<file path="src/rtl/fmm_pkg.sv">
// Shared types, constants and binary32 helper functions for the matrix multiply block.
// Used by fmm_fmul, fmm_fadd and float_matrix_multiply_top; depends on nothing else.
package fmm_pkg;

    localparam int MAX_DIM_DEF = 8;
    localparam int DIM_W       = 4;
    localparam int KIND_W      = 2;
    localparam int IDX_W       = 6;
    localparam int WORD_W      = 32;
    localparam int CFG_IDX_W   = 2;

    localparam logic [KIND_W-1:0] KIND_LOAD_A = 2'd0;
    localparam logic [KIND_W-1:0] KIND_LOAD_B = 2'd1;
    localparam logic [KIND_W-1:0] KIND_START  = 2'd2;

    localparam logic [CFG_IDX_W-1:0] REG_ROWS  = 2'd0;
    localparam logic [CFG_IDX_W-1:0] REG_INNER = 2'd1;
    localparam logic [CFG_IDX_W-1:0] REG_COLS  = 2'd2;

    localparam logic [WORD_W-1:0] CANON_NAN = 32'h7FC0_0000;
    localparam logic [WORD_W-1:0] FP_ZERO   = 32'h0000_0000;

    typedef struct packed {
        logic [KIND_W-1:0] kind;
        logic [IDX_W-1:0]  element_index;
        logic [WORD_W-1:0] element_value;
    } in_word_t;

    typedef struct packed {
        logic [WORD_W-1:0] product_value;
        logic              is_last;
    } out_word_t;

    function automatic logic [5:0] lzc48(input logic [47:0] v);
        logic [5:0] n;
        n = 6'd48;
        for (int i = 0; i < 48; i++)
        begin
            if (v[i])
            begin
                n = 6'(47 - i);
            end
        end
        return n;
    endfunction

    // Rounds a normalised significand (leading one at bit 26, sticky at bit 0)
    // to binary32 with round-to-nearest-even, including subnormal and overflow results.
    function automatic logic [31:0] fp_round(input logic sgn, input logic signed [11:0] e,
                                             input logic [26:0] m);
        logic [26:0]        mm;
        logic [26:0]        mask;
        logic [11:0]        shf;
        logic [4:0]         sh;
        logic               sub;
        logic               inc;
        logic [24:0]        sig;
        logic signed [11:0] ef;
        logic [31:0]        r;
        sub = (e < 12'sd1);
        shf = 12'(12'sd1 - e);
        if (!sub)
        begin
            sh = 5'd0;
        end
        else if (shf > 12'd27)
        begin
            sh = 5'd27;
        end
        else
        begin
            sh = shf[4:0];
        end
        mask  = ~(27'h7FF_FFFF << sh);
        mm    = m >> sh;
        mm[0] = mm[0] | (|(m & mask));
        inc   = mm[2] & (mm[1] | mm[0] | mm[3]);
        sig   = {1'b0, mm[26:3]} + 25'(inc);
        ef    = e + 12'(sig[24]);
        if (sub)
        begin
            r = {sgn, 7'd0, sig[23], sig[22:0]};
        end
        else if (ef >= 12'sd255)
        begin
            r = {sgn, 8'hFF, 23'd0};
        end
        else
        begin
            r = {sgn, ef[7:0], (sig[24] ? 23'd0 : sig[22:0])};
        end
        return r;
    endfunction

endpackage

</file>
<file path="src/rtl/fmm_fmul.sv">
// Three-stage binary32 multiplier with round-to-nearest-even and a canonical NaN.
// Depends on fmm_pkg for the normalisation and rounding helpers.
module fmm_fmul
    import fmm_pkg::*;
(
    input  logic              clk,
    input  logic [WORD_W-1:0] a,
    input  logic [WORD_W-1:0] b,
    output logic [WORD_W-1:0] y
);

    logic [7:0]         ea_eff;
    logic [7:0]         eb_eff;
    logic [23:0]        ma;
    logic [23:0]        mb;
    logic               a_nan, b_nan, a_inf, b_inf, a_zero, b_zero;

    logic               s1_sign_reg, s1_nan_reg, s1_inf_reg, s1_zero_reg;
    logic [47:0]        s1_prod_reg;
    logic signed [11:0] s1_exp_reg;

    logic               s2_sign_reg, s2_nan_reg, s2_inf_reg, s2_zero_reg;
    logic signed [11:0] s2_exp_reg;
    logic [26:0]        s2_mant_reg;

    logic [5:0]         lz;
    logic [47:0]        prod_sh;
    logic [WORD_W-1:0]  y_reg;

    always_comb
    begin
        ea_eff = (a[30:23] == 8'd0) ? 8'd1 : a[30:23];
        eb_eff = (b[30:23] == 8'd0) ? 8'd1 : b[30:23];
        ma     = {(a[30:23] != 8'd0), a[22:0]};
        mb     = {(b[30:23] != 8'd0), b[22:0]};
        a_nan  = (a[30:23] == 8'hFF) && (a[22:0] != 23'd0);
        b_nan  = (b[30:23] == 8'hFF) && (b[22:0] != 23'd0);
        a_inf  = (a[30:23] == 8'hFF) && (a[22:0] == 23'd0);
        b_inf  = (b[30:23] == 8'hFF) && (b[22:0] == 23'd0);
        a_zero = (a[30:0] == 31'd0);
        b_zero = (b[30:0] == 31'd0);
    end

    always_ff @(posedge clk)
    begin
        s1_sign_reg <= a[31] ^ b[31];
        s1_nan_reg  <= a_nan || b_nan || (a_inf && b_zero) || (b_inf && a_zero);
        s1_inf_reg  <= a_inf || b_inf;
        s1_zero_reg <= a_zero || b_zero;
        s1_prod_reg <= ma * mb;
        s1_exp_reg  <= 12'(ea_eff) + 12'(eb_eff) - 12'd126;
    end

    always_comb
    begin
        lz      = lzc48(s1_prod_reg);
        prod_sh = s1_prod_reg << lz;
    end

    always_ff @(posedge clk)
    begin
        s2_sign_reg <= s1_sign_reg;
        s2_nan_reg  <= s1_nan_reg;
        s2_inf_reg  <= s1_inf_reg;
        s2_zero_reg <= s1_zero_reg;
        s2_exp_reg  <= s1_exp_reg - 12'(lz);
        s2_mant_reg <= {prod_sh[47:22], |prod_sh[21:0]};
    end

    always_ff @(posedge clk)
    begin
        if (s2_nan_reg)
        begin
            y_reg <= CANON_NAN;
        end
        else if (s2_inf_reg)
        begin
            y_reg <= {s2_sign_reg, 8'hFF, 23'd0};
        end
        else if (s2_zero_reg)
        begin
            y_reg <= {s2_sign_reg, 31'd0};
        end
        else
        begin
            y_reg <= fp_round(s2_sign_reg, s2_exp_reg, s2_mant_reg);
        end
    end

    assign y = y_reg;

endmodule

</file>
<file path="config.mk">
export PLATFORM = sky130hd
export DESIGN_NAME = fmm_fmul
export DESIGN_NICKNAME = d
export VERILOG_FILES = /design/src/rtl/fmm_pkg.sv /design/src/rtl/fmm_fmul.sv
export SDC_FILE = /design/constraint.sdc
export NUM_CORES = 2
export LEC_CHECK = 0
export BUFFER_PORTS_ARGS = -buffer_cell sky130_fd_sc_hd__buf_2
export CORE_MARGIN = 4
export CORE_UTILIZATION = 40
export CTS_BUF_LIST = sky130_fd_sc_hd__clkbuf_2
export CTS_CLUSTER_SIZE = 30
export DETAILED_ROUTE_END_ITERATION = 10
export SLEW_MARGIN = 10
export SYNTH_ARGS = -nofsm -noshare
export SYNTH_HDL_FRONTEND = slang
export SYNTH_SLANG_ARGS = --single-unit
</file>
<file path="constraint.sdc">
create_clock -name clk -period 6.9 [get_ports clk]
set_input_delay 0 -clock clk [delete_from_list [all_inputs] [get_ports clk]]
set_output_delay 0 -clock clk [all_outputs]
set_load 0.01 [all_outputs]
</file>
* After elaboration in Yosys (flattened, before gate mapping)
Index checks and enable logic that the tools add are counted.
** Storage, ports and cells
- Logic and storage cells :: 122
- Flip-flop bits (word level) :: 136
- Bits of input ports :: 65
** Cells by class
- Multiply operators :: 1
- Shift-type cells :: 3
- Reductions and logical operators :: 25
- Muxes and demuxes :: 60
- Equal/unequal tests :: 2
- Add/subtract/negate cells :: 6
- Bitwise operators :: 7
- Order comparisons :: 3
** Operator list (number)
- $mux 6 :: 47
- $mux 31 :: 3
- $logic_not 31->1 :: 2
- $mul 24x24->48 :: 1
- $shl 48x6->48 :: 1
- $logic_not 23->1 :: 2
- $mux 23 :: 2
- $reduce_bool 23->1 :: 2
- $mux 5 :: 6
- $and 27x27->27 :: 1
- $not 27->27 :: 1
- $reduce_or 27->1 :: 1
- $shl 27x5->27 const A :: 1
- $shr 27x5->27 :: 1
- $add 24x1->25 :: 1
- $reduce_or 22->1 :: 1
- $eq 8x8->1 const B :: 2
- $logic_not 8->1 :: 2
- $mux 8 :: 2
- $reduce_bool 8->1 :: 2
- $add 11x2->12 :: 1
- $ge 12x9->1 const B :: 1
- $gt 12x5->1 const B :: 1
- $sub 2x11->12 const A :: 1
- 11 further kinds :: 22

* Depth between registers and ports, before layout
- Depth after elaboration :: 50
- Mapped depth :: 31
- Mapped depth without buffers :: 29

* Least setup slack after synthesis
OpenSTA, ideal clock, no wires.
- Path type :: input -> register
- Start point :: in a[29]
- End point :: reg s1_prod_reg[39]
- Data arrival time :: 6.687 ns
- Cell stages on the path :: 25
- Slack :: 0.141 ns
- Required time :: 6.828 ns
- Cells stage by stage :: nor4_1 -> nand2_1 -> clkbuf_1 -> and2_1 -> fa_1 -> fa_1 -> fa_1 -> inv_1 -> fa_1 -> fa_1 -> fa_1 -> inv_1 -> fa_1 -> ha_1 -> a21o_1 -> a21o_1 -> a21oi_1 -> nor2_1 -> a221o_1 -> a41oi_1 -> nand2b_1 -> a211oi_1 -> nor2_1 -> a211oi_1 -> xnor2_1
** Between the ends
- Word-level cells in the longest chain between the ends :: 2
** Ends and longest elaborated chain
- start, declared :: RTL line fmm_fmul.sv:7 : input logic [WORD_W-1:0] a,
- $reduce_bool 8->1 :: RTL line fmm_fmul.sv:34 : ma = {(a[30:23] != 8'd0), a[22:0]};
- $mul 24x24->48 :: RTL line fmm_fmul.sv:50 : s1_prod_reg <= ma * mb;
- end signal, assigned :: RTL line fmm_fmul.sv:50
- end, declared :: RTL line fmm_fmul.sv:19 : logic [47:0] s1_prod_reg;
Every way passes these cells.
A chain may end at the register's enable or synchronous reset.

* Worst setup path in the final report
- Start point :: in a[28]
- End point :: reg s1_prod_reg[40]
Same word-level chain as after synthesis.

==> impl_metrics.py <==
metrics = {
    "flow_run": {
        "cap_violations": 0,
    },
    "grt": {
        "grt_pass1_vias": 23800,
        "overflow": 0,
        "grt_usage_pct": 20.6,
        "grt_start_max_net_pins": 46,
        "grt_pass1_wl_mm": 125,
        "antenna_found_initial": 1,
    },
    "synthesis": {
        "syn_avg_cell_area_um2": 8.56,
        "synth_edf_count": 0,
        "synth_fp_nets": 4013,
        "ys_seq_area_share_pct": 9.74,
        "synth_warnings": 0,
        "async_flop_share_pct": 0,
        "synth_cell_types": 94,
        "synthCells": 3264,
        "ys_seq_elements": 136,
        "synth_area_um2": 28000,
        "synthFlopType": "dfxtp_1",
    },
    "final_layout": {
        "stdcell_area_um2": 31300,
        "syn_to_final_growth_pct": 12.0,
        "regArea_um2": 2720,
        "multi_input_area_um2": 22600,
        "nNetsFinal": 4185,
        "drive_gt1_share_pct": 11.5,
        "largest_reg_flops": 48,
        "n_fill_cell": 6877,
    },
    "sta": {
        "fmax_mhz": 148,
        "skew_ps": 99.5,
        "slew_viol_final": 0,
        "setup_tns_ps": 0,
        "min_period_over_period_pct": 97.6,
        "finalCriticalPeriod_ps": 6740,
        "setup_viol": 0,
        "hold_violations": 0,
        "worst_slew_pin_slew_ps": 846,
        "slew_headroom_pct": 43.4,
    },
    "place": {
        "place.gp.congestion": 0.915,
        "place_hpwl_mm": 62.9,
        "placed_cell_area_um2": 30400,
        "port_buffers": 96,
    },
    "min_path": {
        "hold_path_class": "in2reg",
    },
    "critical_path": {
        "end_kind": "register",
        "cp_slowest_stage_delay_ps": 550,
        "cp_common_cell": "fa_1",
        "slowest_stage": "fa_1",
        "cp.required_ps": 7600,
        "crit_type": "in2reg",
        "startpoint_type": "input port",
        "crit_arrival_ps": 7430,
        "crit_fanout": 6,
    },
    "die": {
        "fp-row-count": 96,
        "ioPinCount": 97,
        "core_um2": 68900,
        "start_util_pct": 40.5,
        "die_x_um": 272,
        "die_h_um": 272,
        "dieArea_um2": 74200,
    },
    "route": {
        "dr.pass1.iters": 5,
        "wire_per_inst_um": 17.3,
        "first_iter_violations": 1523,
        "routed_via_density": 5.19,
        "vias": 22700,
        "wl_mm": 75.9,
        "drc": 0,
        "ant_nets": 0,
    },
    "cts": {
        "cts_inserted_buffers": 17,
        "path_clk_slew_ps": 270,
        "root_buffer": "clkbuf_2",
        "cts_max_path_buffers": 2,
        "cts_tree": "done",
        "h-tree-depth": 4,
        "worstSkewPairLatency_ps": 780,
        "cts_sinks": 136,
    },
    "status": {
        "status": "completed",
    },
}
[worst max-delay path, delay by kind of cell]
kind                       cells  cell delay, ps
AOI/OAI and AO/OA              9            1570
buffers and inverters          7            1280
xor gates and xnor gates       1             120
and+or+nand+nor                6            1090
adders and majority gates      8            3370
[Yosys cell counts, types with 20 or more instances]
cell	count	area (µm²)
fa_1	484	9690
nand3_1	54	270
nand2_1	514	1930
clkbuf_1	143	537
nand2b_1	20	125
xnor2_1	46	403
inv_1	531	1990
a21oi_1	95	475
nor2_1	143	537
a21o_1	29	218
nor4_1	29	181
o21ai_0	77	385
ha_1	200	2500
and2_1	218	1360
dfxtp_1	136	2720
nor3_1	44	220
xor2_1	39	342
mux2i_1	146	1460
o21a_1	23	173
[layout by cell type, fill, tap and decap left out, drive strengths merged, types with 17 or more instances in the layout]
cell type and instances:
a211oi 19, a21o 30, a21oi 98, and2 218, buf 287, clkbuf 17
dfxtp 136, dlygate4sd3 43, fa 484, ha 200, inv 542, mux2i 147
nand2 515, nand2b 20, nand3 55, nand4 17, nor2 144, nor3 48
nor4 31, o21a 23, o21ai 87, xnor2 46, xor2 39
[layer usage]
layer	GRT usage [%]	wire, µm	up-vias
met5	0	0	-
met4	5.76	2130	0
met3	2.47	4020	160
met2	35.3	36500	669
met1	27.7	33200	11200
li1	-	-	10700
[path summary, 6_finish.rpt]
check                              from                      end  slack, ps  cells after the start
setup reg to reg  s2_exp_reg[1]$_DFF_P_         y[21]$_SDFF_PP0_        420                     27
hold / removal                    b[22]      s1_zero_reg$_DFF_P_        130                      6
hold reg to reg     s1_zero_reg$_DFF_P_      s2_zero_reg$_DFF_P_        330                      0
setup / recovery                  a[28]  s1_prod_reg[40]$_DFF_P_        160                     31
[cell type report]
| type | instances | area share (%) |
|---|---|---|
| repair buffers | 330 | 8.22 |
| clock inverters | 15 | 0.427 |
| inverters | 535 | 6.41 |
| diodes | 1 | 0.00799 |
| clock buffers | 17 | 0.272 |
| multi-input cells | 2416 | 72.3 |
| flip-flops and latches | 136 | 8.69 |
| well taps | 931 | 3.72 |
[metrics by stage]
step | setup slack, ps | hold slack (ps) | cells | util [%]
after floorplan | 141 | 92.6 | 3264 | -
after global placement | -159 | 190 | 4294 | 44.1
after detailed placement | -229 | 189 | 4294 | 44.1
after CTS | 21.5 | 5.09 | 4368 | 45.0
after global routing | -31.6 | 104 | 4381 | 45.4
final | 163 | 127 | 4381 | 45.4
[repair_timing]
item / CTS / global route
setup endpoints to repair: 0 / 42
resized for setup: 0 / 28
hold endpoints to repair: 17 / 1
hold buffers: 42 / 1
setup buffers: 0 / 11
[logic make-up (layout without fill, tap and decap cells)]
group | after synthesis | in the layout | synth area share (%)
mux | 162 | 162 | 5.99
xor+xnor | 85 | 85 | 2.66
buf+inv | 712 | 897 | 9.89
simple gates | 1098 | 1098 | 18.7
fa+ha+maj | 684 | 684 | 43.6
flops | 136 | 136 | 9.74
compound gates | 387 | 387 | 9.43
other cells | 0 | 1 | 0
Power is left out: the tool's default activity adds up to more than one toggle a clock period on the data nets, which glitch-free logic cannot reach.
