[config.mk]
export PLATFORM = sky130hd
export DESIGN_NAME = fmm_fadd
export DESIGN_NICKNAME = d
export VERILOG_FILES = /design/src/rtl/fmm_pkg.sv /design/src/rtl/fmm_fadd.sv
export SDC_FILE = /design/constraint.sdc
export NUM_CORES = 1
export LEC_CHECK = 0
export ABC_AREA = 1
export BUFFER_PORTS_ARGS = -buffer_cell sky130_fd_sc_hd__buf_2
export CAP_MARGIN = 20
export CORE_UTILIZATION = 55
export CTS_BUF_LIST = sky130_fd_sc_hd__clkbuf_8
export CTS_CLUSTER_SIZE = 25
export DETAILED_ROUTE_END_ITERATION = 10
export GPL_TIMING_DRIVEN = 0
export PLACE_DENSITY = 0.72
export SLEW_MARGIN = 15
export SYNTH_ARGS = -nofsm -noshare
export SYNTH_HDL_FRONTEND = slang
export SYNTH_SLANG_ARGS = --single-unit
[constraint.sdc]
create_clock -name clk -period 10.8 [get_ports clk]
set_input_delay 1.62 -clock clk [delete_from_list [all_inputs] [get_ports clk]]
set_output_delay 1.62 -clock clk [all_outputs]
set_load 0.05 [all_outputs]
[src/rtl/fmm_pkg.sv]
// Shared types, constants and binary32 helper functions for the matrix multiply block.
// Used by fmm_fmul, fmm_fadd and float_matrix_multiply_top; depends on nothing else.
package fmm_pkg;

    localparam int MAX_DIM_DEF = 8;
    localparam int DIM_W       = 4;
    localparam int KIND_W      = 2;
    localparam int IDX_W       = 6;
    localparam int WORD_W      = 32;
    localparam int CFG_IDX_W   = 2;

    localparam logic [KIND_W-1:0] KIND_LOAD_A = 2'd0;
    localparam logic [KIND_W-1:0] KIND_LOAD_B = 2'd1;
    localparam logic [KIND_W-1:0] KIND_START  = 2'd2;

    localparam logic [CFG_IDX_W-1:0] REG_ROWS  = 2'd0;
    localparam logic [CFG_IDX_W-1:0] REG_INNER = 2'd1;
    localparam logic [CFG_IDX_W-1:0] REG_COLS  = 2'd2;

    localparam logic [WORD_W-1:0] CANON_NAN = 32'h7FC0_0000;
    localparam logic [WORD_W-1:0] FP_ZERO   = 32'h0000_0000;

    typedef struct packed {
        logic [KIND_W-1:0] kind;
        logic [IDX_W-1:0]  element_index;
        logic [WORD_W-1:0] element_value;
    } in_word_t;

    typedef struct packed {
        logic [WORD_W-1:0] product_value;
        logic              is_last;
    } out_word_t;

    function automatic logic [5:0] lzc48(input logic [47:0] v);
        logic [5:0] n;
        n = 6'd48;
        for (int i = 0; i < 48; i++)
        begin
            if (v[i])
            begin
                n = 6'(47 - i);
            end
        end
        return n;
    endfunction

    // Rounds a normalised significand (leading one at bit 26, sticky at bit 0)
    // to binary32 with round-to-nearest-even, including subnormal and overflow results.
    function automatic logic [31:0] fp_round(input logic sgn, input logic signed [11:0] e,
                                             input logic [26:0] m);
        logic [26:0]        mm;
        logic [26:0]        mask;
        logic [11:0]        shf;
        logic [4:0]         sh;
        logic               sub;
        logic               inc;
        logic [24:0]        sig;
        logic signed [11:0] ef;
        logic [31:0]        r;
        sub = (e < 12'sd1);
        shf = 12'(12'sd1 - e);
        if (!sub)
        begin
            sh = 5'd0;
        end
        else if (shf > 12'd27)
        begin
            sh = 5'd27;
        end
        else
        begin
            sh = shf[4:0];
        end
        mask  = ~(27'h7FF_FFFF << sh);
        mm    = m >> sh;
        mm[0] = mm[0] | (|(m & mask));
        inc   = mm[2] & (mm[1] | mm[0] | mm[3]);
        sig   = {1'b0, mm[26:3]} + 25'(inc);
        ef    = e + 12'(sig[24]);
        if (sub)
        begin
            r = {sgn, 7'd0, sig[23], sig[22:0]};
        end
        else if (ef >= 12'sd255)
        begin
            r = {sgn, 8'hFF, 23'd0};
        end
        else
        begin
            r = {sgn, ef[7:0], (sig[24] ? 23'd0 : sig[22:0])};
        end
        return r;
    endfunction

endpackage

[src/rtl/fmm_fadd.sv]
// Four-stage binary32 adder: align, add, normalise, round to nearest even.
// Depends on fmm_pkg for the normalisation and rounding helpers.
module fmm_fadd
    import fmm_pkg::*;
(
    input  logic              clk,
    input  logic [WORD_W-1:0] a,
    input  logic [WORD_W-1:0] b,
    output logic [WORD_W-1:0] y
);

    logic [WORD_W-1:0]  big, lesser;
    logic [7:0]         eb_eff, es_eff, d;
    logic [26:0]        mbig, ms, ms_tmp, ms_lost, ms_al;
    logic               a_nan, b_nan, a_inf, b_inf;

    logic               s1_sign_reg, s1_sub_reg, s1_nan_reg, s1_inf_reg, s1_isign_reg;
    logic               s1_zsign_reg;
    logic [7:0]         s1_exp_reg;
    logic [26:0]        s1_big_reg, s1_small_reg;

    logic               s2_sign_reg, s2_nan_reg, s2_inf_reg, s2_isign_reg, s2_zsign_reg;
    logic [7:0]         s2_exp_reg;
    logic [27:0]        s2_sum_reg;

    logic               s3_sign_reg, s3_nan_reg, s3_inf_reg, s3_isign_reg, s3_zsign_reg;
    logic               s3_zero_reg;
    logic signed [11:0] s3_exp_reg;
    logic [26:0]        s3_mant_reg;

    logic [5:0]         lz;
    logic [27:0]        sum_sh;
    logic [WORD_W-1:0]  y_reg;

    always_comb
    begin
        a_nan   = (a[30:23] == 8'hFF) && (a[22:0] != 23'd0);
        b_nan   = (b[30:23] == 8'hFF) && (b[22:0] != 23'd0);
        a_inf   = (a[30:23] == 8'hFF) && (a[22:0] == 23'd0);
        b_inf   = (b[30:23] == 8'hFF) && (b[22:0] == 23'd0);
        big     = (a[30:0] >= b[30:0]) ? a : b;
        lesser  = (a[30:0] >= b[30:0]) ? b : a;
        eb_eff  = (big[30:23] == 8'd0) ? 8'd1 : big[30:23];
        es_eff  = (lesser[30:23] == 8'd0) ? 8'd1 : lesser[30:23];
        d       = eb_eff - es_eff;
        mbig    = {(big[30:23] != 8'd0), big[22:0], 3'b000};
        ms      = {(lesser[30:23] != 8'd0), lesser[22:0], 3'b000};
        ms_tmp  = ms >> d[4:0];
        ms_lost = ms & ~(27'h7FF_FFFF << d[4:0]);
        if (d >= 8'd27)
        begin
            ms_al = {26'd0, |ms};
        end
        else
        begin
            ms_al = {ms_tmp[26:1], ms_tmp[0] | (|ms_lost)};
        end
    end

    always_ff @(posedge clk)
    begin
        s1_sign_reg  <= big[31];
        s1_sub_reg   <= a[31] ^ b[31];
        s1_nan_reg   <= a_nan || b_nan || (a_inf && b_inf && (a[31] != b[31]));
        s1_inf_reg   <= a_inf || b_inf;
        s1_isign_reg <= a_inf ? a[31] : b[31];
        s1_zsign_reg <= a[31] & b[31];
        s1_exp_reg   <= eb_eff;
        s1_big_reg   <= mbig;
        s1_small_reg <= ms_al;
    end

    always_ff @(posedge clk)
    begin
        s2_sign_reg  <= s1_sign_reg;
        s2_nan_reg   <= s1_nan_reg;
        s2_inf_reg   <= s1_inf_reg;
        s2_isign_reg <= s1_isign_reg;
        s2_zsign_reg <= s1_zsign_reg;
        s2_exp_reg   <= s1_exp_reg;
        if (s1_sub_reg)
        begin
            s2_sum_reg <= {1'b0, s1_big_reg} - {1'b0, s1_small_reg};
        end
        else
        begin
            s2_sum_reg <= {1'b0, s1_big_reg} + {1'b0, s1_small_reg};
        end
    end

    always_comb
    begin
        lz     = lzc48({s2_sum_reg, 20'hF_FFFF});
        sum_sh = s2_sum_reg << lz;
    end

    always_ff @(posedge clk)
    begin
        s3_sign_reg  <= s2_sign_reg;
        s3_nan_reg   <= s2_nan_reg;
        s3_inf_reg   <= s2_inf_reg;
        s3_isign_reg <= s2_isign_reg;
        s3_zsign_reg <= s2_zsign_reg;
        s3_zero_reg  <= (s2_sum_reg == 28'd0);
        s3_exp_reg   <= 12'(s2_exp_reg) + 12'd1 - 12'(lz);
        s3_mant_reg  <= {sum_sh[27:2], |sum_sh[1:0]};
    end

    always_ff @(posedge clk)
    begin
        if (s3_nan_reg)
        begin
            y_reg <= CANON_NAN;
        end
        else if (s3_inf_reg)
        begin
            y_reg <= {s3_isign_reg, 8'hFF, 23'd0};
        end
        else if (s3_zero_reg)
        begin
            y_reg <= {s3_zsign_reg, 31'd0};
        end
        else
        begin
            y_reg <= fp_round(s3_sign_reg, s3_exp_reg, s3_mant_reg);
        end
    end

    assign y = y_reg;

endmodule

# [Word level (Yosys, flattened, before mapping)]
# Index checks and enable logic that the tools add are counted.
[totals] regBits=181 out_inout_bits=32 wordCells=129
[op_classes] addsub=8 n_lt_le_gt_ge=5 n_eq_ne=3 shifts=5 mux=45 bitwise=11 reduce_logical=24
[op_table] operator="2-to-1 mux 6 bit" n=27
[op_table] operator="2-to-1 mux 32 bit" n=3
[op_table] operator="2-to-1 mux 31 bit" n=3
[op_table] operator="bitwise AND 27 bit" n=2
[op_table] operator="NOT 27 bit" n=2
[op_table] operator="OR reduction 27 bit" n=2
[op_table] operator="<< shifter 27 x 5 -> 27 bit, first input constant" n=2
[op_table] operator=">> shifter 27 x 5 -> 27 bit" n=2
[op_table] operator="logical NOT 23 bit" n=2
[op_table] operator="nonzero test 23 bit" n=2
[op_table] operator=">= comparator 31 bit" n=1
[op_table] operator="adder 27 x 27 -> 28 bit" n=1
[op_table] operator="logical NOT 28 bit" n=1
[op_table] operator="2-to-1 mux 28 bit" n=1
[op_table] operator="<< shifter 28 x 6 -> 28 bit" n=1
[op_table] operator="subtractor 27 x 27 -> 28 bit" n=1
[op_table] operator="adder 24 x 1 -> 25 bit" n=1
[op_table] operator="2-to-1 mux 5 bit" n=5
[op_table] operator="OR reduction 24 bit" n=1
[op_table] operator="2-to-1 mux 23 bit" n=1
[op_table] operator="equality test 8 bit, second input constant" n=2
[op_table] operator="logical NOT 8 bit" n=2
[op_table] operator="2-to-1 mux 8 bit" n=2
[op_table] operator="nonzero test 8 bit" n=2
[op_table] operator="19 further kinds" n=32

# [Logic depth before layout (Yosys ltp)]
[logic_depth] ltp_word=30 depth_mapped=44

# [Worst setup path before layout]
# Ideal clock, no wire load.
[synth_path] kind="input port to flip-flop" from="input port b[2]" to="register s1_small_reg[9]" t_arrival_ns=6.231 required_ns=10.717 slack_ns=4.486 cell_stages=38 n_path_buf=2 path_cell_list="inv_1 > ha_1 > a21oi_1 > o21ai_0 > nand4_1 > o211a_1 > nor3_1 > o21bai_1 > nand3_1 > nand2_1 > nand3_1 > inv_1 > clkbuf_1 > clkbuf_1 > nand2_1 > o21ai_0 > inv_1 > nor4_1 > (+2 left out) > inv_1 > ha_1 > inv_1 > nand3_1 > and2_1 > or2_2 > nand2_1 > a21oi_1 > o21ai_0 > a21oi_1 > xnor2_1 > nor2_1 > o311ai_0 > nor2_1 > inv_1 > nor2_1 > inv_1 > o221ai_1"
[synth_between] elab_chain_len=6
[synth_rtl] element="start, declared" line="fmm_fadd.sv:8" text="input logic [WORD_W-1:0] b,"
[synth_rtl] element=">= comparator 31 bit *" line="fmm_fadd.sv:41" text="big = (a[30:0] >= b[30:0]) ? a : b;"
[synth_rtl] element="2-to-1 mux 32 bit *" line="fmm_fadd.sv:41"
[synth_rtl] element="logical NOT 8 bit" line="fmm_fadd.sv:43" text="eb_eff = (big[30:23] == 8'd0) ? 8'd1 : big[30:23];"
[synth_rtl] element="2-to-1 mux 8 bit *" line="fmm_fadd.sv:43"
[synth_rtl] element="net eb_eff[1]" line="fmm_fadd.sv:13" text="logic [7:0] eb_eff, es_eff, d;"
[synth_rtl] element="subtractor 8 bit *" line="fmm_fadd.sv:45" text="d = eb_eff - es_eff;"
[synth_rtl] element=">= comparator 8 x 5 -> 1 bit or >> shifter 27 x 5 -> 27 bit (tied branches)" line="fmm_fadd.sv:50, fmm_fadd.sv:48"
[synth_rtl] element="end signal, assigned" line="fmm_fadd.sv:70" text="s1_small_reg <= ms_al;"
[synth_rtl] element="end, declared" line="fmm_fadd.sv:20" text="logic [26:0] s1_big_reg, s1_small_reg;"
# Mark *: on every way through the listed nets, which the timed path passes. The rest lies on a longest branch.
# A chain may end at the register's enable or synchronous reset.

# [Worst setup path after layout]
[layout_path] from="input port b[2]" to="register s1_small_reg[8]"
# The elaborated chain is that of the path after synthesis.

==> impl_metrics.ini <==
[outcome]
status = finished, violations left
violations = DRC

[placement]
io_buffers = 96
dp_hpwl_um = 40100
place_inst = 2839
place_area_um2 = 15700
gp_congestion = 1.02

[logic_synthesis]
synth-main-ff-cell = dfxtp_1
synth_edf_count = 0
avgSynthCellArea_um2 = 6.14
yosys-top-cells-count = 669 x nand2_1, 281 x nand3_1, 274 x inv_1, 221 x o21ai_0, 181 x dfxtp_1
synth_cell_types = 59
synth_top_area_cell = dfxtp_1
ys_top_cells_by_area = dfxtp_1 24%, nand2_1 17%, nand3_1 9.5%
yosysMostFrequentCell = nand2_1
synth_nets = 2582
netlist_instances = 2408
netlist.area_leader.share_pct = 24.5
ys_seq_area_share_pct = 24.5
async_flop_share_pct = 0
synth_area_um2 = 14800
ys_seq_elements = 181
ys_warn_count = 0

[worst_hold_path]
min_from = s1_zsign_reg$_DFF_P_
holdPathEnd = s2_zsign_reg$_DFF_P_
hp-class = flip-flop to flip-flop
whs_path_depth = 0

[finish]
antennaDiodeCount = 0
fin_area_um2 = 16200
nets = 2697
largest_register_ff_count = 32
drive_gt1_share_pct = 8.32
area_delta_synth_final_pct = 9.18
fin_util_pct = 61.6
final_cells = 2871

[setup_path]
cpMaxStageDelayCell = o311ai_1
crit_path_frequent_cell = inv_1
worstPathRequired_ns = 11.17
r2r_start = s3_exp_reg[1]$_DFF_P_
crit_fanout = 10
worstSetupPathType = input pin to flip-flop
crit_path_end_kind = flip-flop
ff2ff_path_depth = 37
regToRegSetupSlack_ns = 4.01
slowest_delay_ns = 0.75
critPathLaunchType = input pin
r2r_end = y[26]$_SDFF_PP1_
arrival_ns = 8.00

[pwr]
ir_worst_vdd_v = 0.000129
leakage_uw = 0.00810
p_per_area_nw_per_um2 = 260

[sta]
rsz0062_at_grt = no
slew_headroom_pct = 39.1
tns_ns = 0
worst_pin_slew_ns = 0.899
fmax_ghz = 0.131
fin_crit_sh_pct = 70.7
slew_violations = 0
whs_ns = 0.329
final_hold_viol_count = 0
min_period_ns = 7.64
setup_violations = 0
fin_skew_ns = 0.0282

[global_routing]
antenna_found_initial = 0
grtUsageTotal_pct = 35.4
grt.overflow.total = 0
grt_max_degree = 24
grt_pass1_wl_um = 78100
grt_pass1_vias = 15200

[floorplanning]
dieArea_um2 = 27600
core_um2 = 26200
die_w_um = 166
rows = 59
io_pins = 97
initial_core_util_pct = 56.5
fp.dieH_um = 166

[cts]
cts_root_buf = clkbuf_8
ctsResizeCount = 0
hold_buffers = 0
clk-insertion-delay-late_ns = 0.51
cts_setup_buffers = 0
cts_made_buffers = 17
clock_sinks = 181
cts_max_path_buffers = 2
cts_tree = built
clk_pin_slew_ns = 0.12
h-tree-depth = 4

[routing]
firstDrtPassIters = 9
vias = 16700
drt_iter0_drc = 2075
wl_um = 49600
dr_wl_met3_um = 4130
wl_per_cell_um = 17.3
wl_met1_um = 21000
drc = 3
highest_layer = met4
dr_wl_met2_um = 22600
viasPerCell = 5.80
antenna_left = 0

[run]
maxCapViolCount = 0
-- routing by layer --
metal  GRT usage [%]  vias to the layer above
li1                -                     8150
met1            46.0                     7547
met2            58.1                      847
met3            6.34                      109
met4            14.2                        0
met5               0                        -
-- metrics by stage --
stage          setup WS (ns)  power [uW]
2_1_floorplan           4.49        2900
3_3_place_gp            2.48        3590
3_5_place_dp            2.85        3610
4_1_cts                 3.36        4140
5_1_grt                 2.74        4520
6_report                3.16        4200
-- worst max path at each step --
stage / from / to / slack (ns)
floorplan: b[2] / s1_small_reg[9]$_SDFF_PP0_ / 4.49
global placement: b[2] / s1_small_reg[9]$_SDFF_PP0_ / 2.48
detailed placement: b[2] / s1_small_reg[9]$_SDFF_PP0_ / 2.85
CTS: b[2] / s1_small_reg[8]$_SDFF_PP0_ / 3.36
global route: b[2] / s1_small_reg[8]$_SDFF_PP0_ / 2.74
finish: b[2] / s1_small_reg[8]$_SDFF_PP0_ / 3.16
-- power by group --
group	leakage (uW)	internal (uW)	switching (uW)
sequential	0.00151	879	149
combinational	0.00636	770	1870
clock	0.000225	193	333
-- cells in the final DEF (no fill, tap or decap), drive strengths merged, types with 3 or more instances in the layout --
cell type	count
fa	3
nor2	190
nand4	43
nand3b	5
o21bai	10
a211oi	9
a21boi	11
nand2	675
clkinv	8
ha	106
xnor2	10
buf	118
clkbuf	86
xor2	43
o31ai	6
a21oi	116
inv	300
o221ai	5
nor3	26
dfxtp	181
o211ai	10
a21o	3
and2	4
nor4	18
o22ai	3
or2	15
o21ai	231
nand3	282
-- critical path, delay by kind of cell --
family,cells,cell delay (ns)
adders and majority gates,3,1.03
buffers and inverters,12,2.33
and+or+nand+nor,10,1.11
AOI/OAI and AO/OA,8,1.91
-- cells by family after synthesis --
| kind of cell | synth area share, % |
|---|---|
| xor+xnor | 3.14 |
| flops | 24.5 |
| mux | 0.0677 |
| fa+ha+maj | 9.37 |
| simple gates | 37.2 |
| compound gates | 15.7 |
| buf+inv | 10.1 |
-- layout make-up --
type                            count  area (um2)
Buffer                             91         392
Clock inverter                     15         224
Tap cell                          335         419
Clock buffer                       17         234
Multi-Input combinational cell   1843        9680
Sequential cell                   181        3620
Timing Repair Buffer               96         480
Fill cell                        2563       10100
Inverter                          293        1100
(Power assumes the default switching activity.)
